### src/lsb_pkg.sv
// Shared types and constants for the link supervisor with retry backoff.
`default_nettype none
package lsb_pkg;

  typedef enum logic [2:0] {
    ST_DISC     = 3'd0,
    ST_CONNING  = 3'd1,
    ST_CONNED   = 3'd2,
    ST_FAILED   = 3'd3,
    ST_FALLBACK = 3'd4
  } state_t;

  localparam logic [2:0] OP_POLL       = 3'd0;
  localparam logic [2:0] OP_CONNECT    = 3'd1;
  localparam logic [2:0] OP_DISCONNECT = 3'd2;
  localparam logic [2:0] OP_FB_START   = 3'd3;
  localparam logic [2:0] OP_FB_STOP    = 3'd4;

  localparam logic [1:0] LS_UP        = 2'd0;
  localparam logic [1:0] LS_REFUSED   = 2'd1;
  localparam logic [1:0] LS_NOT_FOUND = 2'd2;

  localparam logic [1:0] CFG_JOIN_TIMEOUT = 2'd0;
  localparam logic [1:0] CFG_LOSS_TOL     = 2'd1;
  localparam logic [1:0] CFG_BASE_BACKOFF = 2'd2;
  localparam logic [1:0] CFG_RETRY_LIMIT  = 2'd3;

  localparam logic [31:0] JOIN_TIMEOUT_RST = 32'd15000;
  localparam logic [31:0] LOSS_TOL_RST     = 32'd3000;
  localparam logic [23:0] BASE_BACKOFF_RST = 24'd30000;
  localparam logic [3:0]  RETRY_LIMIT_RST  = 4'd3;

  typedef struct packed {
    state_t     state;
    logic       loss_pending;
    logic       delay_armed;
    logic       creds_stored;
    logic [3:0] retries;
  } ctl_t;

  typedef struct packed {
    logic [2:0] link_state;
    logic       state_changed;
    logic       issue_join;
    logic       issue_leave;
    logic       issue_fallback;
    logic       announce_name;
    logic       accepted;
    logic [3:0] attempt_number;
  } rslt_t;

endpackage
`default_nettype wire

### src/link_supervisor_backoff.sv
// Top level of the link supervisor with exponential retry backoff.
// Usage:
//   Input channel (in_valid/in_ready) carries one item: a poll with link status
//   and the millisecond time, or a connect, disconnect, fallback start or
//   fallback stop request. Each item yields exactly one result item on the
//   output channel (out_valid/out_ready): the new link state, a change flag,
//   command pulses, the accepted flag and the retry count.
//   Configuration writes (cfg_valid/cfg_ready, cfg_index, cfg_data) are always
//   taken in one cycle; write them only while no item is in flight.
//   Results are registered. Throughput is one item per cycle while the skid
//   stage is empty; the supervisor state is updated in the accepting cycle,
//   so the next item sees it at once.
//   When the receiver stalls, one more item is held in a skid stage; in_ready
//   drops only while that stage is full.
//   Synchronous reset returns the state to disconnected, clears the retry and
//   debounce state and loads the default register values; in_ready and
//   cfg_ready stay low while reset is asserted.
`default_nettype none
module link_supervisor_backoff #(
  parameter int TIME_BITS = 32
) (
  input  wire logic        clk,
  input  wire logic        rst_n,
  input  wire logic        in_valid,
  output logic             in_ready,
  input  wire logic [2:0]  in_operation,
  input  wire logic [1:0]  in_link_status,
  input  wire logic [31:0] in_now_ms,
  input  wire logic        in_has_credentials,
  output logic             out_valid,
  input  wire logic        out_ready,
  output logic [2:0]       out_link_state,
  output logic             out_state_changed,
  output logic             out_issue_join,
  output logic             out_issue_leave,
  output logic             out_issue_fallback,
  output logic             out_announce_name,
  output logic             out_accepted,
  output logic [3:0]       out_attempt_number,
  input  wire logic        cfg_valid,
  output logic             cfg_ready,
  input  wire logic [1:0]  cfg_index,
  input  wire logic [31:0] cfg_data
);

  localparam int CW = (TIME_BITS > 32) ? TIME_BITS : 32;

  logic [31:0]          join_timeout_r;
  logic [31:0]          loss_tol_r;
  logic [23:0]          base_backoff_r;
  logic [3:0]           retry_limit_r;
  lsb_pkg::ctl_t        ctl_r;
  lsb_pkg::ctl_t        ctl_nxt;
  logic [TIME_BITS-1:0] join_start_r;
  logic [TIME_BITS-1:0] join_start_nxt;
  logic [TIME_BITS-1:0] loss_start_r;
  logic [TIME_BITS-1:0] loss_start_nxt;
  logic [TIME_BITS-1:0] delay_start_r;
  logic [TIME_BITS-1:0] delay_start_nxt;
  logic [TIME_BITS-1:0] pend_delay_r;
  logic [TIME_BITS-1:0] pend_delay_nxt;
  logic [CW-1:0]        now_wide;
  logic [TIME_BITS-1:0] now_t;
  logic                 in_fire;
  lsb_pkg::rslt_t       rslt;
  lsb_pkg::rslt_t       out_data;

  assign cfg_ready = rst_n;
  assign in_fire   = in_valid && in_ready;
  assign now_wide  = CW'(in_now_ms);
  assign now_t     = now_wide[TIME_BITS-1:0];

  always_ff @(posedge clk) begin
    if (!rst_n) begin
      join_timeout_r <= lsb_pkg::JOIN_TIMEOUT_RST;
      loss_tol_r     <= lsb_pkg::LOSS_TOL_RST;
      base_backoff_r <= lsb_pkg::BASE_BACKOFF_RST;
      retry_limit_r  <= lsb_pkg::RETRY_LIMIT_RST;
    end else if (cfg_valid) begin
      case (cfg_index)
        lsb_pkg::CFG_JOIN_TIMEOUT: join_timeout_r <= cfg_data;
        lsb_pkg::CFG_LOSS_TOL:     loss_tol_r     <= cfg_data;
        lsb_pkg::CFG_BASE_BACKOFF: base_backoff_r <= cfg_data[23:0];
        lsb_pkg::CFG_RETRY_LIMIT:  retry_limit_r  <= cfg_data[3:0];
        default: begin
        end
      endcase
    end
  end

  always_ff @(posedge clk) begin
    if (!rst_n) begin
      ctl_r         <= '{state: lsb_pkg::ST_DISC, default: '0};
      join_start_r  <= '0;
      loss_start_r  <= '0;
      delay_start_r <= '0;
      pend_delay_r  <= '0;
    end else if (in_fire) begin
      ctl_r         <= ctl_nxt;
      join_start_r  <= join_start_nxt;
      loss_start_r  <= loss_start_nxt;
      delay_start_r <= delay_start_nxt;
      pend_delay_r  <= pend_delay_nxt;
    end
  end

  lsb_core #(
    .TIME_BITS(TIME_BITS)
  ) u_core (
    .op              (in_operation),
    .status          (in_link_status),
    .now             (now_t),
    .creds           (in_has_credentials),
    .ctl             (ctl_r),
    .join_start      (join_start_r),
    .loss_start      (loss_start_r),
    .delay_start     (delay_start_r),
    .pend_delay      (pend_delay_r),
    .join_timeout    (join_timeout_r),
    .loss_tol        (loss_tol_r),
    .base_backoff    (base_backoff_r),
    .retry_limit     (retry_limit_r),
    .ctl_nxt         (ctl_nxt),
    .join_start_nxt  (join_start_nxt),
    .loss_start_nxt  (loss_start_nxt),
    .delay_start_nxt (delay_start_nxt),
    .pend_delay_nxt  (pend_delay_nxt),
    .rslt            (rslt)
  );

  lsb_outbuf u_outbuf (
    .clk       (clk),
    .rst_n     (rst_n),
    .push      (in_fire),
    .push_data (rslt),
    .can_push  (in_ready),
    .out_valid (out_valid),
    .out_ready (out_ready),
    .out_data  (out_data)
  );

  assign out_link_state     = out_data.link_state;
  assign out_state_changed  = out_data.state_changed;
  assign out_issue_join     = out_data.issue_join;
  assign out_issue_leave    = out_data.issue_leave;
  assign out_issue_fallback = out_data.issue_fallback;
  assign out_announce_name  = out_data.announce_name;
  assign out_accepted       = out_data.accepted;
  assign out_attempt_number = out_data.attempt_number;

endmodule
`default_nettype wire

### src/lsb_core.sv
// Next-state and result logic for one supervisor item.
`default_nettype none
module lsb_core #(
  parameter int TIME_BITS = 32
) (
  input  wire logic [2:0]           op,
  input  wire logic [1:0]           status,
  input  wire logic [TIME_BITS-1:0] now,
  input  wire logic                 creds,
  input  wire lsb_pkg::ctl_t        ctl,
  input  wire logic [TIME_BITS-1:0] join_start,
  input  wire logic [TIME_BITS-1:0] loss_start,
  input  wire logic [TIME_BITS-1:0] delay_start,
  input  wire logic [TIME_BITS-1:0] pend_delay,
  input  wire logic [31:0]          join_timeout,
  input  wire logic [31:0]          loss_tol,
  input  wire logic [23:0]          base_backoff,
  input  wire logic [3:0]           retry_limit,
  output lsb_pkg::ctl_t             ctl_nxt,
  output logic [TIME_BITS-1:0]      join_start_nxt,
  output logic [TIME_BITS-1:0]      loss_start_nxt,
  output logic [TIME_BITS-1:0]      delay_start_nxt,
  output logic [TIME_BITS-1:0]      pend_delay_nxt,
  output lsb_pkg::rslt_t            rslt
);

  localparam int CW = (TIME_BITS > 32) ? TIME_BITS : 32;
  localparam int DW = (TIME_BITS > 39) ? TIME_BITS : 39;

  logic [TIME_BITS-1:0] join_el;
  logic [TIME_BITS-1:0] loss_el;
  logic [TIME_BITS-1:0] delay_el;
  logic [DW-1:0]        shifted;
  logic [TIME_BITS-1:0] backoff;
  logic                 up;
  logic                 join_late;
  logic                 loss_done;
  logic                 delay_done;
  logic                 retry_spent;
  logic                 join_fail;

  assign join_el     = now - join_start;
  assign loss_el     = now - loss_start;
  assign delay_el    = now - delay_start;
  assign shifted     = DW'(base_backoff) << ctl.retries;
  assign backoff     = (|(shifted >> TIME_BITS)) ? '1 : shifted[TIME_BITS-1:0];
  assign up          = (status == lsb_pkg::LS_UP);
  assign join_late   = CW'(join_el) > CW'(join_timeout);
  assign loss_done   = CW'(loss_el) >= CW'(loss_tol);
  assign delay_done  = delay_el >= pend_delay;
  assign retry_spent = ctl.retries >= retry_limit;
  assign join_fail   = (status == lsb_pkg::LS_REFUSED) ||
                       (status == lsb_pkg::LS_NOT_FOUND) || join_late;

  always_comb begin
    ctl_nxt         = ctl;
    join_start_nxt  = join_start;
    loss_start_nxt  = loss_start;
    delay_start_nxt = delay_start;
    pend_delay_nxt  = pend_delay;
    case (op)
      lsb_pkg::OP_POLL: begin
        case (ctl.state)
          lsb_pkg::ST_CONNING: begin
            if (up) begin
              ctl_nxt.state       = lsb_pkg::ST_CONNED;
              ctl_nxt.retries     = '0;
              ctl_nxt.delay_armed = 1'b0;
            end else if (join_fail) begin
              ctl_nxt.state = lsb_pkg::ST_FAILED;
            end
          end
          lsb_pkg::ST_CONNED: begin
            if (up) begin
              ctl_nxt.loss_pending = 1'b0;
            end else if (!ctl.loss_pending) begin
              ctl_nxt.loss_pending = 1'b1;
              loss_start_nxt       = now;
            end else if (loss_done) begin
              ctl_nxt.state        = lsb_pkg::ST_FAILED;
              ctl_nxt.loss_pending = 1'b0;
            end
          end
          lsb_pkg::ST_DISC: begin
            if (up) begin
              ctl_nxt.state = lsb_pkg::ST_CONNED;
            end
          end
          lsb_pkg::ST_FAILED: begin
            if (up) begin
              ctl_nxt.state       = lsb_pkg::ST_CONNED;
              ctl_nxt.retries     = '0;
              ctl_nxt.delay_armed = 1'b0;
            end else if (retry_spent) begin
              ctl_nxt.retries = '0;
              ctl_nxt.state   = lsb_pkg::ST_FALLBACK;
            end else if (!ctl.delay_armed) begin
              pend_delay_nxt      = backoff;
              delay_start_nxt     = now;
              ctl_nxt.delay_armed = 1'b1;
              ctl_nxt.retries     = ctl.retries + 4'd1;
            end else if (delay_done) begin
              ctl_nxt.delay_armed = 1'b0;
              if (ctl.creds_stored) begin
                join_start_nxt = now;
                ctl_nxt.state  = lsb_pkg::ST_CONNING;
              end
            end
          end
          default: begin
          end
        endcase
      end
      lsb_pkg::OP_CONNECT: begin
        if (creds) begin
          if (ctl.state == lsb_pkg::ST_FALLBACK) begin
            ctl_nxt.retries     = '0;
            ctl_nxt.delay_armed = 1'b0;
          end
          ctl_nxt.creds_stored = 1'b1;
          join_start_nxt       = now;
          ctl_nxt.state        = lsb_pkg::ST_CONNING;
        end
      end
      lsb_pkg::OP_DISCONNECT: begin
        if (ctl.state != lsb_pkg::ST_FALLBACK) begin
          ctl_nxt.state = lsb_pkg::ST_DISC;
        end
      end
      lsb_pkg::OP_FB_START: begin
        ctl_nxt.state = lsb_pkg::ST_FALLBACK;
      end
      lsb_pkg::OP_FB_STOP: begin
        if (ctl.state == lsb_pkg::ST_FALLBACK) begin
          ctl_nxt.retries     = '0;
          ctl_nxt.delay_armed = 1'b0;
          ctl_nxt.state       = lsb_pkg::ST_DISC;
        end
      end
      default: begin
      end
    endcase
  end

  always_comb begin
    rslt                = '0;
    rslt.accepted       = 1'b1;
    rslt.link_state     = ctl_nxt.state;
    rslt.state_changed  = (ctl_nxt.state != ctl.state);
    rslt.attempt_number = ctl_nxt.retries;
    case (op)
      lsb_pkg::OP_POLL: begin
        case (ctl.state)
          lsb_pkg::ST_CONNING, lsb_pkg::ST_DISC: begin
            rslt.announce_name = up;
          end
          lsb_pkg::ST_FAILED: begin
            if (up) begin
              rslt.announce_name = 1'b1;
            end else if (retry_spent) begin
              rslt.issue_fallback = 1'b1;
              rslt.announce_name  = 1'b1;
            end else if (ctl.delay_armed && delay_done) begin
              rslt.issue_join = ctl.creds_stored;
            end
          end
          default: begin
          end
        endcase
      end
      lsb_pkg::OP_CONNECT: begin
        rslt.accepted   = creds;
        rslt.issue_join = creds;
      end
      lsb_pkg::OP_DISCONNECT: begin
        rslt.accepted    = (ctl.state != lsb_pkg::ST_FALLBACK);
        rslt.issue_leave = (ctl.state != lsb_pkg::ST_FALLBACK);
      end
      lsb_pkg::OP_FB_START: begin
        rslt.issue_fallback = 1'b1;
        rslt.announce_name  = 1'b1;
      end
      lsb_pkg::OP_FB_STOP: begin
      end
      default: begin
        rslt.accepted = 1'b0;
      end
    endcase
  end

endmodule
`default_nettype wire

### src/lsb_outbuf.sv
// Output register with skid stage for result items.
`default_nettype none
module lsb_outbuf (
  input  wire logic           clk,
  input  wire logic           rst_n,
  input  wire logic           push,
  input  wire lsb_pkg::rslt_t push_data,
  output logic                can_push,
  output logic                out_valid,
  input  wire logic           out_ready,
  output lsb_pkg::rslt_t      out_data
);

  logic           out_valid_r;
  logic           skid_valid_r;
  lsb_pkg::rslt_t out_data_r;
  lsb_pkg::rslt_t skid_data_r;
  logic           drain;

  assign drain     = !out_valid_r || out_ready;
  assign can_push  = rst_n && !skid_valid_r;
  assign out_valid = out_valid_r;
  assign out_data  = out_data_r;

  always_ff @(posedge clk) begin
    if (!rst_n) begin
      out_valid_r  <= 1'b0;
      skid_valid_r <= 1'b0;
    end else if (drain) begin
      if (skid_valid_r) begin
        skid_valid_r <= 1'b0;
        out_valid_r  <= 1'b1;
      end else begin
        out_valid_r <= push;
      end
    end else if (push) begin
      skid_valid_r <= 1'b1;
    end
  end

  always_ff @(posedge clk) begin
    if (drain) begin
      if (skid_valid_r) begin
        out_data_r <= skid_data_r;
      end else if (push) begin
        out_data_r <= push_data;
      end
    end else if (push) begin
      skid_data_r <= push_data;
    end
  end

endmodule
`default_nettype wire
### config.mk
export PLATFORM = sky130hd
export DESIGN_NAME = link_supervisor_backoff
export DESIGN_NICKNAME = d
export VERILOG_FILES = /design/src/lsb_pkg.sv /design/src/link_supervisor_backoff.sv /design/src/lsb_core.sv /design/src/lsb_outbuf.sv
export SDC_FILE = /design/constraint.sdc
export NUM_CORES = 1
export LEC_CHECK = 0
export BUFFER_PORTS_ARGS = -buffer_cell sky130_fd_sc_hd__buf_2
export CORE_UTILIZATION = 43
export DETAILED_ROUTE_END_ITERATION = 8
export PLACE_DENSITY = 0.64
export REMOVE_ABC_BUFFERS = 1
export SYNTH_ARGS = -nofsm -noshare
export SYNTH_HDL_FRONTEND = slang
export SYNTH_SLANG_ARGS = --single-unit
### constraint.sdc
create_clock -name clk -period 6.69 [get_ports clk]
set_input_delay 0 -clock clk [delete_from_list [all_inputs] [get_ports clk]]
set_output_delay 0 -clock clk [all_outputs]
set_load 0.005 [all_outputs]
==> Word level (Yosys, flattened, before mapping) <==
Cells that the tools add are included.
{ "op_classes": {"add_sub_neg": 4, "reduce_logical": 31, "shift": 1, "eq_ne": 25, "bitwise": 6, "n_mux": 59, "magnitude_cmp": 4} }
{ "ops": {"columns": ["op", "n"], "rows": [
  ["2-to-1 mux 32 bit", 8],
  ["subtractor 32 bit", 3],
  [">= comparator 32 bit", 2],
  ["case mux 32 bit (2 select lines)", 1],
  ["2-to-1 mux 3 bit", 13],
  ["left shift 24 x 4 -> 39 bit", 1],
  ["greater-than comparator 32 bit", 1],
  ["2-to-1 mux 13 bit", 2],
  ["2-to-1 mux 4 bit", 6],
  ["2-to-1 mux 1 bit", 17],
  ["case mux 3 bit (5 select lines)", 1],
  ["== test 3 x 2 -> 1 bit, second input constant", 4],
  ["!= test 2 bit, second input constant", 6],
  ["case mux 3 bit (4 select lines)", 1],
  ["case mux 4 bit (3 select lines)", 1],
  ["AND reduction 2 bit", 6],
  ["AND reduction 6 bit", 2],
  ["AND reduction 9 bit", 1],
  ["case mux 4 bit (2 select lines)", 1],
  ["OR reduction 7 bit", 1],
  ["== test 2 bit, second input constant", 3],
  ["== test 3 x 1 -> 1 bit, second input constant", 2],
  ["== test 3 bit, second input constant", 2],
  ["zero test 3 bit", 2],
  ["24 further kinds", 43]
]} }
{ "totals": {"reg_bits": 258, "elab_cells": 161} }

==> Longest topological paths before layout <==
{ "logic_depth": {"ltp_word": 11, "mapped_depth": 24, "mapped_depth_nobuf": 23} }

==> By module <==
From an unflattened synthesis, not the netlist that was laid out.
{ "hier_totals": {"hier_cells": 2572, "area_unflattened_um2": 21081.5} }
{ "by_module_without_submodules": {"columns": ["mod", "area_each_um2", "cells_each", "n_inst", "seq_area_each_um2"], "rows": [
  ["lsb_core", 10408.7, 1537, 1, 0.0],
  ["link_supervisor_backoff", 9598.0, 985, 1, 4604.4],
  ["lsb_outbuf", 1074.8, 50, 1, 820.8]
]} }

==> Least setup slack after synthesis <==
OpenSTA, ideal clock, no wires.
{ "synth_timing": {"kind": "register to register", "start": "register join_start_r[0]", "end": "register u_outbuf.out_data_r, in the netlist u_outbuf.out_data[11], data pin", "period_less_slack_ns": 4.556, "path_buffers": 0, "required_ns": 6.430, "arrival_time_ns": 4.297, "path_stages_with_launch": 23, "setup_slack_ns": 2.134, "cell_sequence": "dfxtp_1 -> ha_1 -> inv_1 -> fa_1 -> a21o_1 -> a21oi_1 -> o21ai_0 -> a31oi_1 -> o21a_1 -> o311a_1 -> o31ai_1 -> a21oi_1 -> xnor2_1 -> ha_1 -> a21o_1 -> a21o_1 -> a2111oi_0 -> o41ai_1 -> a21oi_1 -> a21oi_1 -> a21o_1 -> a211o_1 -> mux2_2"} }
{ "synth_rtl": {"columns": ["item", "line_no", "text"], "rows": [
  ["start: declaration", "link_supervisor_backoff.sv:54", "logic [TIME_BITS-1:0] join_start_r;"],
  ["start signal: assignment", "link_supervisor_backoff.sv:100", "join_start_r <= join_start_nxt;"],
  ["end signal: assignment", "lsb_outbuf.sv:44", "out_data_r <= skid_data_r;"],
  ["end signal: assignment", "lsb_outbuf.sv:46", "out_data_r <= push_data;"],
  ["end: declaration", "lsb_outbuf.sv:16", "lsb_pkg::rslt_t out_data_r;"]
]} }

==> metrics.yaml <==
power:
  clockPowerShare: 0.425
  switching_share: 0.2824
  p_total_w: 0.004118
  seqPwrFrac: 0.392
  comb_power_share: 0.183
  power.density_nw_per_um2: 197.2
  ir_drop_v: 0.0002005
  p_int_w: 0.002955
  power_leakage_nw: 8.057
  p_switching_w: 0.001163
critical_path:
  r2r-start: "join_start_r[0]"
  end_kind: "flop"
  startpoint_type: "flop"
  r2r_end: "u_outbuf.out_data[11]"
  critical_path_required_ns: 6.99
  rr_worst_depth: 22
  worst-path-max-fanout: 6
  critical_path_arrival_ns: 5.95
  crit_type: "reg -> reg"
  ff2ff_setup_slack_ns: 1.04
  cp_slowest_stage_delay_ns: 0.50
  crit_chain: "ha_1 -> inv_1 -> fa_1 -> a21o_1 -> a21oi_1 -> o21ai_0 -> a31oi_1 -> o21a_1 -> o311a_1 -> o31ai_1 -> a21oi_1 -> xnor2_1 -> ha_1 -> a21o_1 -> a21o_1 -> a2111oi_0 -> o41ai_1 -> a21oi_1 -> a21oi_1 -> a21o_1 -> a211o_1 -> mux2_2"
  critPathSlowestCell: "a2111oi_0"
grt:
  track_usage: 0.2426
  antenna_found_initial: 0
  grt_pass1_vias: 16045
  grt_overflow_total: 0
  grt_pass1_wl_um: 84210
  grt_start_max_net_pins: 101
clocking:
  cts_max_level: 2
  cts-root-buf: "clkbuf_16"
  cts_resized: 0
  clk_pin_slew_ns: 0.06
  hold_buffers: 73
  clock_latency_ns: 0.54
  clock_sinks: 258
  cts_tree: "built"
  post_cts_buffers: 0
  cts_inserted_buffers: 34
  cts_max_path_buffers: 3
detailed_routing:
  drt-initial-drc-count: 1176
  drc: 0
  drtPass1Iterations: 5
  wire_per_inst_um: 17.56
  vias_per_cell: 5.575
  dr_total_vias: 16876
  wirelength_um: 53160
  ant_nets: 0
sta:
  slew_headroom: 0.2419
  grt_setup_unrepaired: "no"
  finalClockSkew_ns: 0.01708
  setup_slack_ns: 1.039
  timing.setup.tns_ns: 0
  min_period_ns: 5.651
  setup_viol: 0
  post-route-period-util: 0.8446
  max_slew.worst_pin.slew_ns: 1.136
  drv_slew: 0
  hold_violations: 0
  fmaxAchievable_mhz: 177.0
synthesis:
  synthDistinctLibCells: 79
  seq_area_frac_synth: 0.2979
  syn_inst: 2354
  synthesis.area_um2: 18210
  ys_top_cells_by_area: "dfxtp_1 (26%), ha_1 (13%), nand2_1 (8.8%)"
  ys_seq_elements: 258
  yosys.area.top_type_share: 0.2550
  yosysWarnings: 0
  postSynthAreaPerCell_um2: 7.737
  synth_ff_type: "dfxtp_1"
  synthArstFlopShare: 0
  synth_edf_count: 26
  yosys.area.top_type: "dfxtp_1"
min_path:
  holdCritPathClass: "in -> reg"
  worstHoldPathCells: 4
  hold_start: "cfg_index[0]"
  holdPathEnd: "retry_limit_r[0]"
finish:
  syn2layout_area_growth_pct: 14.65
  diodes: 0
  instances_no_fill: 3027
  fin_util: 0.4989
  layout-drive-gt1-share: 0.09003
  num-nets-final: 2743
floorplan:
  core_um2: 41850
  die_area_um2: 43180
  ios: 93
  die_y_um: 207.8
  die_x_um: 207.8
  start_util: 0.4352
  rows: 75
placed_design:
  gp_routability_congestion: 0.8913
  port_buffers: 92
  pre_cts_ws_ns: 1.127
  place_inst: 2898
  dpl.hpwl_um: 39270
job:
  maxCapViolations: 0
status:
  status: "complete, no violations"
## Yosys cell counts (all sizes together) (6+ instances only)
cell type  number
a2111oi         7
nor2           94
nand2         429
inv           241
a211oi         21
nand2b         28
a21oi         259
nand3          47
nor2b          26
nor3           32
a221oi         21
xor2           22
o41ai           7
and4            6
o211ai         37
a31oi          12
a21o           68
or3             7
or2             6
nor4           11
mux2           17
o21ai          93
o31ai          12
mux4            6
a21bo          21
o21bai         10
a211o           7
and2           14
buf            15
o21a           22
dfxtp         232
and3            7
ha            195
edfxtp         26
nand4          45
xnor2          57
mux2i          38
clkbuf         90
## power by group through the flow
stage | registers, W | clock network [W] | logic [W]
final | 0.00161 | 0.00175 | 0.000754
after global routing | 0.00162 | 0.00185 | 0.000841
after CTS | 0.00161 | 0.00179 | 0.000750
after detailed placement | 0.00165 | 0 | 0.000712
after global placement | 0.00165 | 0 | 0.000695
after floorplan | 0.00164 | 0 | 0.000483
## critical path: cells and delay by family, from the launching register on
family / cells / cell delay, ns
AO/OA/AOI/OAI: 16 / 3.93
adder cells (fa/ha/maj): 3 / 0.75
flip-flops: 1 / 0.33
multiplexers: 1 / 0.27
XOR/XNOR: 1 / 0.09
buffers and inverters: 1 / 0.06
## registers in the layout (all words and copies together) (netlist names)
signal                 flops
join_start_r              32
u_outbuf.out_valid         1
loss_start_r              32
delay_start_r             32
loss_tol_r                32
u_outbuf.skid_valid_r      1
retry_limit_r              4
ctl_r                     10
join_timeout_r            32
pend_delay_r              32
u_outbuf.out_data         13
u_outbuf.skid_data_r      13
base_backoff_r            24
## cells by family (layout without fill, tap and decap cells)
group                    Yosys count  after routing  share of synthesized area
multiplexers                      61             61                    0.03882
AO/OA/AOI/OAI                    647            647                     0.2286
buffers and inverters            347            481                    0.07213
AND/OR/NAND/NOR                  764            764                     0.1873
adder cells (fa/ha/maj)          198            198                     0.1373
flip-flops                       258            258                     0.2979
XOR/XNOR                          79             79                    0.03799
## how the worst max path moves through the flow
| stage | start | to | slack (ns) | cells after the start |
|---|---|---|---|---|
| 4_1_cts | join_start_r[0] | u_outbuf.out_data[11] | 1.08 | 22 |
| 2_1_floorplan | ctl_r[0] | pend_delay_r[25] | 1.18 | 9 |
| 6_report | join_start_r[0] | u_outbuf.out_data[11] | 1.04 | 22 |
| 3_3_place_gp | join_start_r[0] | u_outbuf.out_data[11] | 1.33 | 22 |
| 5_1_grt | delay_start_r[0] | join_start_r[25] | 0.63 | 24 |
| 3_5_place_dp | join_start_r[0] | u_outbuf.out_data[11] | 1.13 | 22 |
## cells in the final DEF (no fill, tap or decap), types with 7 or more instances in the layout
cell type,n
o21a_1,22
nand2_1,429
dlygate4sd3_1,73
clkbuf_16,35
ha_1,195
buf_2,92
a21o_1,68
xnor2_1,57
nor4_1,11
o31ai_1,12
a221oi_1,21
mux2i_1,38
or3_1,7
nor2b_1,26
a31oi_1,11
buf_4,18
a21bo_2,21
nand2b_1,28
nor2_1,92
nand4_1,45
o21bai_1,10
nand3_1,46
and3_1,7
and2_1,14
a2111oi_0,7
mux2_2,17
edfxtp_1,26
nor3_1,30
clkbuf_1,7
o21ai_0,93
dfxtp_1,231
inv_1,240
a21oi_1,259
xor2_1,22
a211oi_1,20
a211o_1,7
o211ai_1,37
## layout make-up
| class | instances | area (um2) |
|---|---|---|
| timing repair buffer | 183 | 1326 |
| fill | 4138 | 20970 |
| tap | 539 | 674.4 |
| clock buffer | 47 | 970.9 |
| sequential | 258 | 5426 |
| multi-input combinational | 1749 | 11500 |
| inverter | 242 | 913.4 |
| clock inverter | 9 | 71.32 |
## metal layers
metal / GRT usage / wire length (um)
met3: 0.04130 / 2907
met2: 0.4090 / 24900
met1: 0.3126 / 23750
met4: 0.08174 / 1599
met5: 0 / 0
## per-stage QoR
| step | hold WS, ns | cell area (um2) |
|---|---|---|
| after floorplan | 0 | 17810 |
| after global placement | 0.2540 | 19110 |
| after detailed placement | 0.2609 | 19110 |
| after CTS | 0.002750 | 20880 |
| after global routing | 0.05089 | 20880 |
| final | 0.02206 | 20880 |
(Power assumes the default switching activity.)
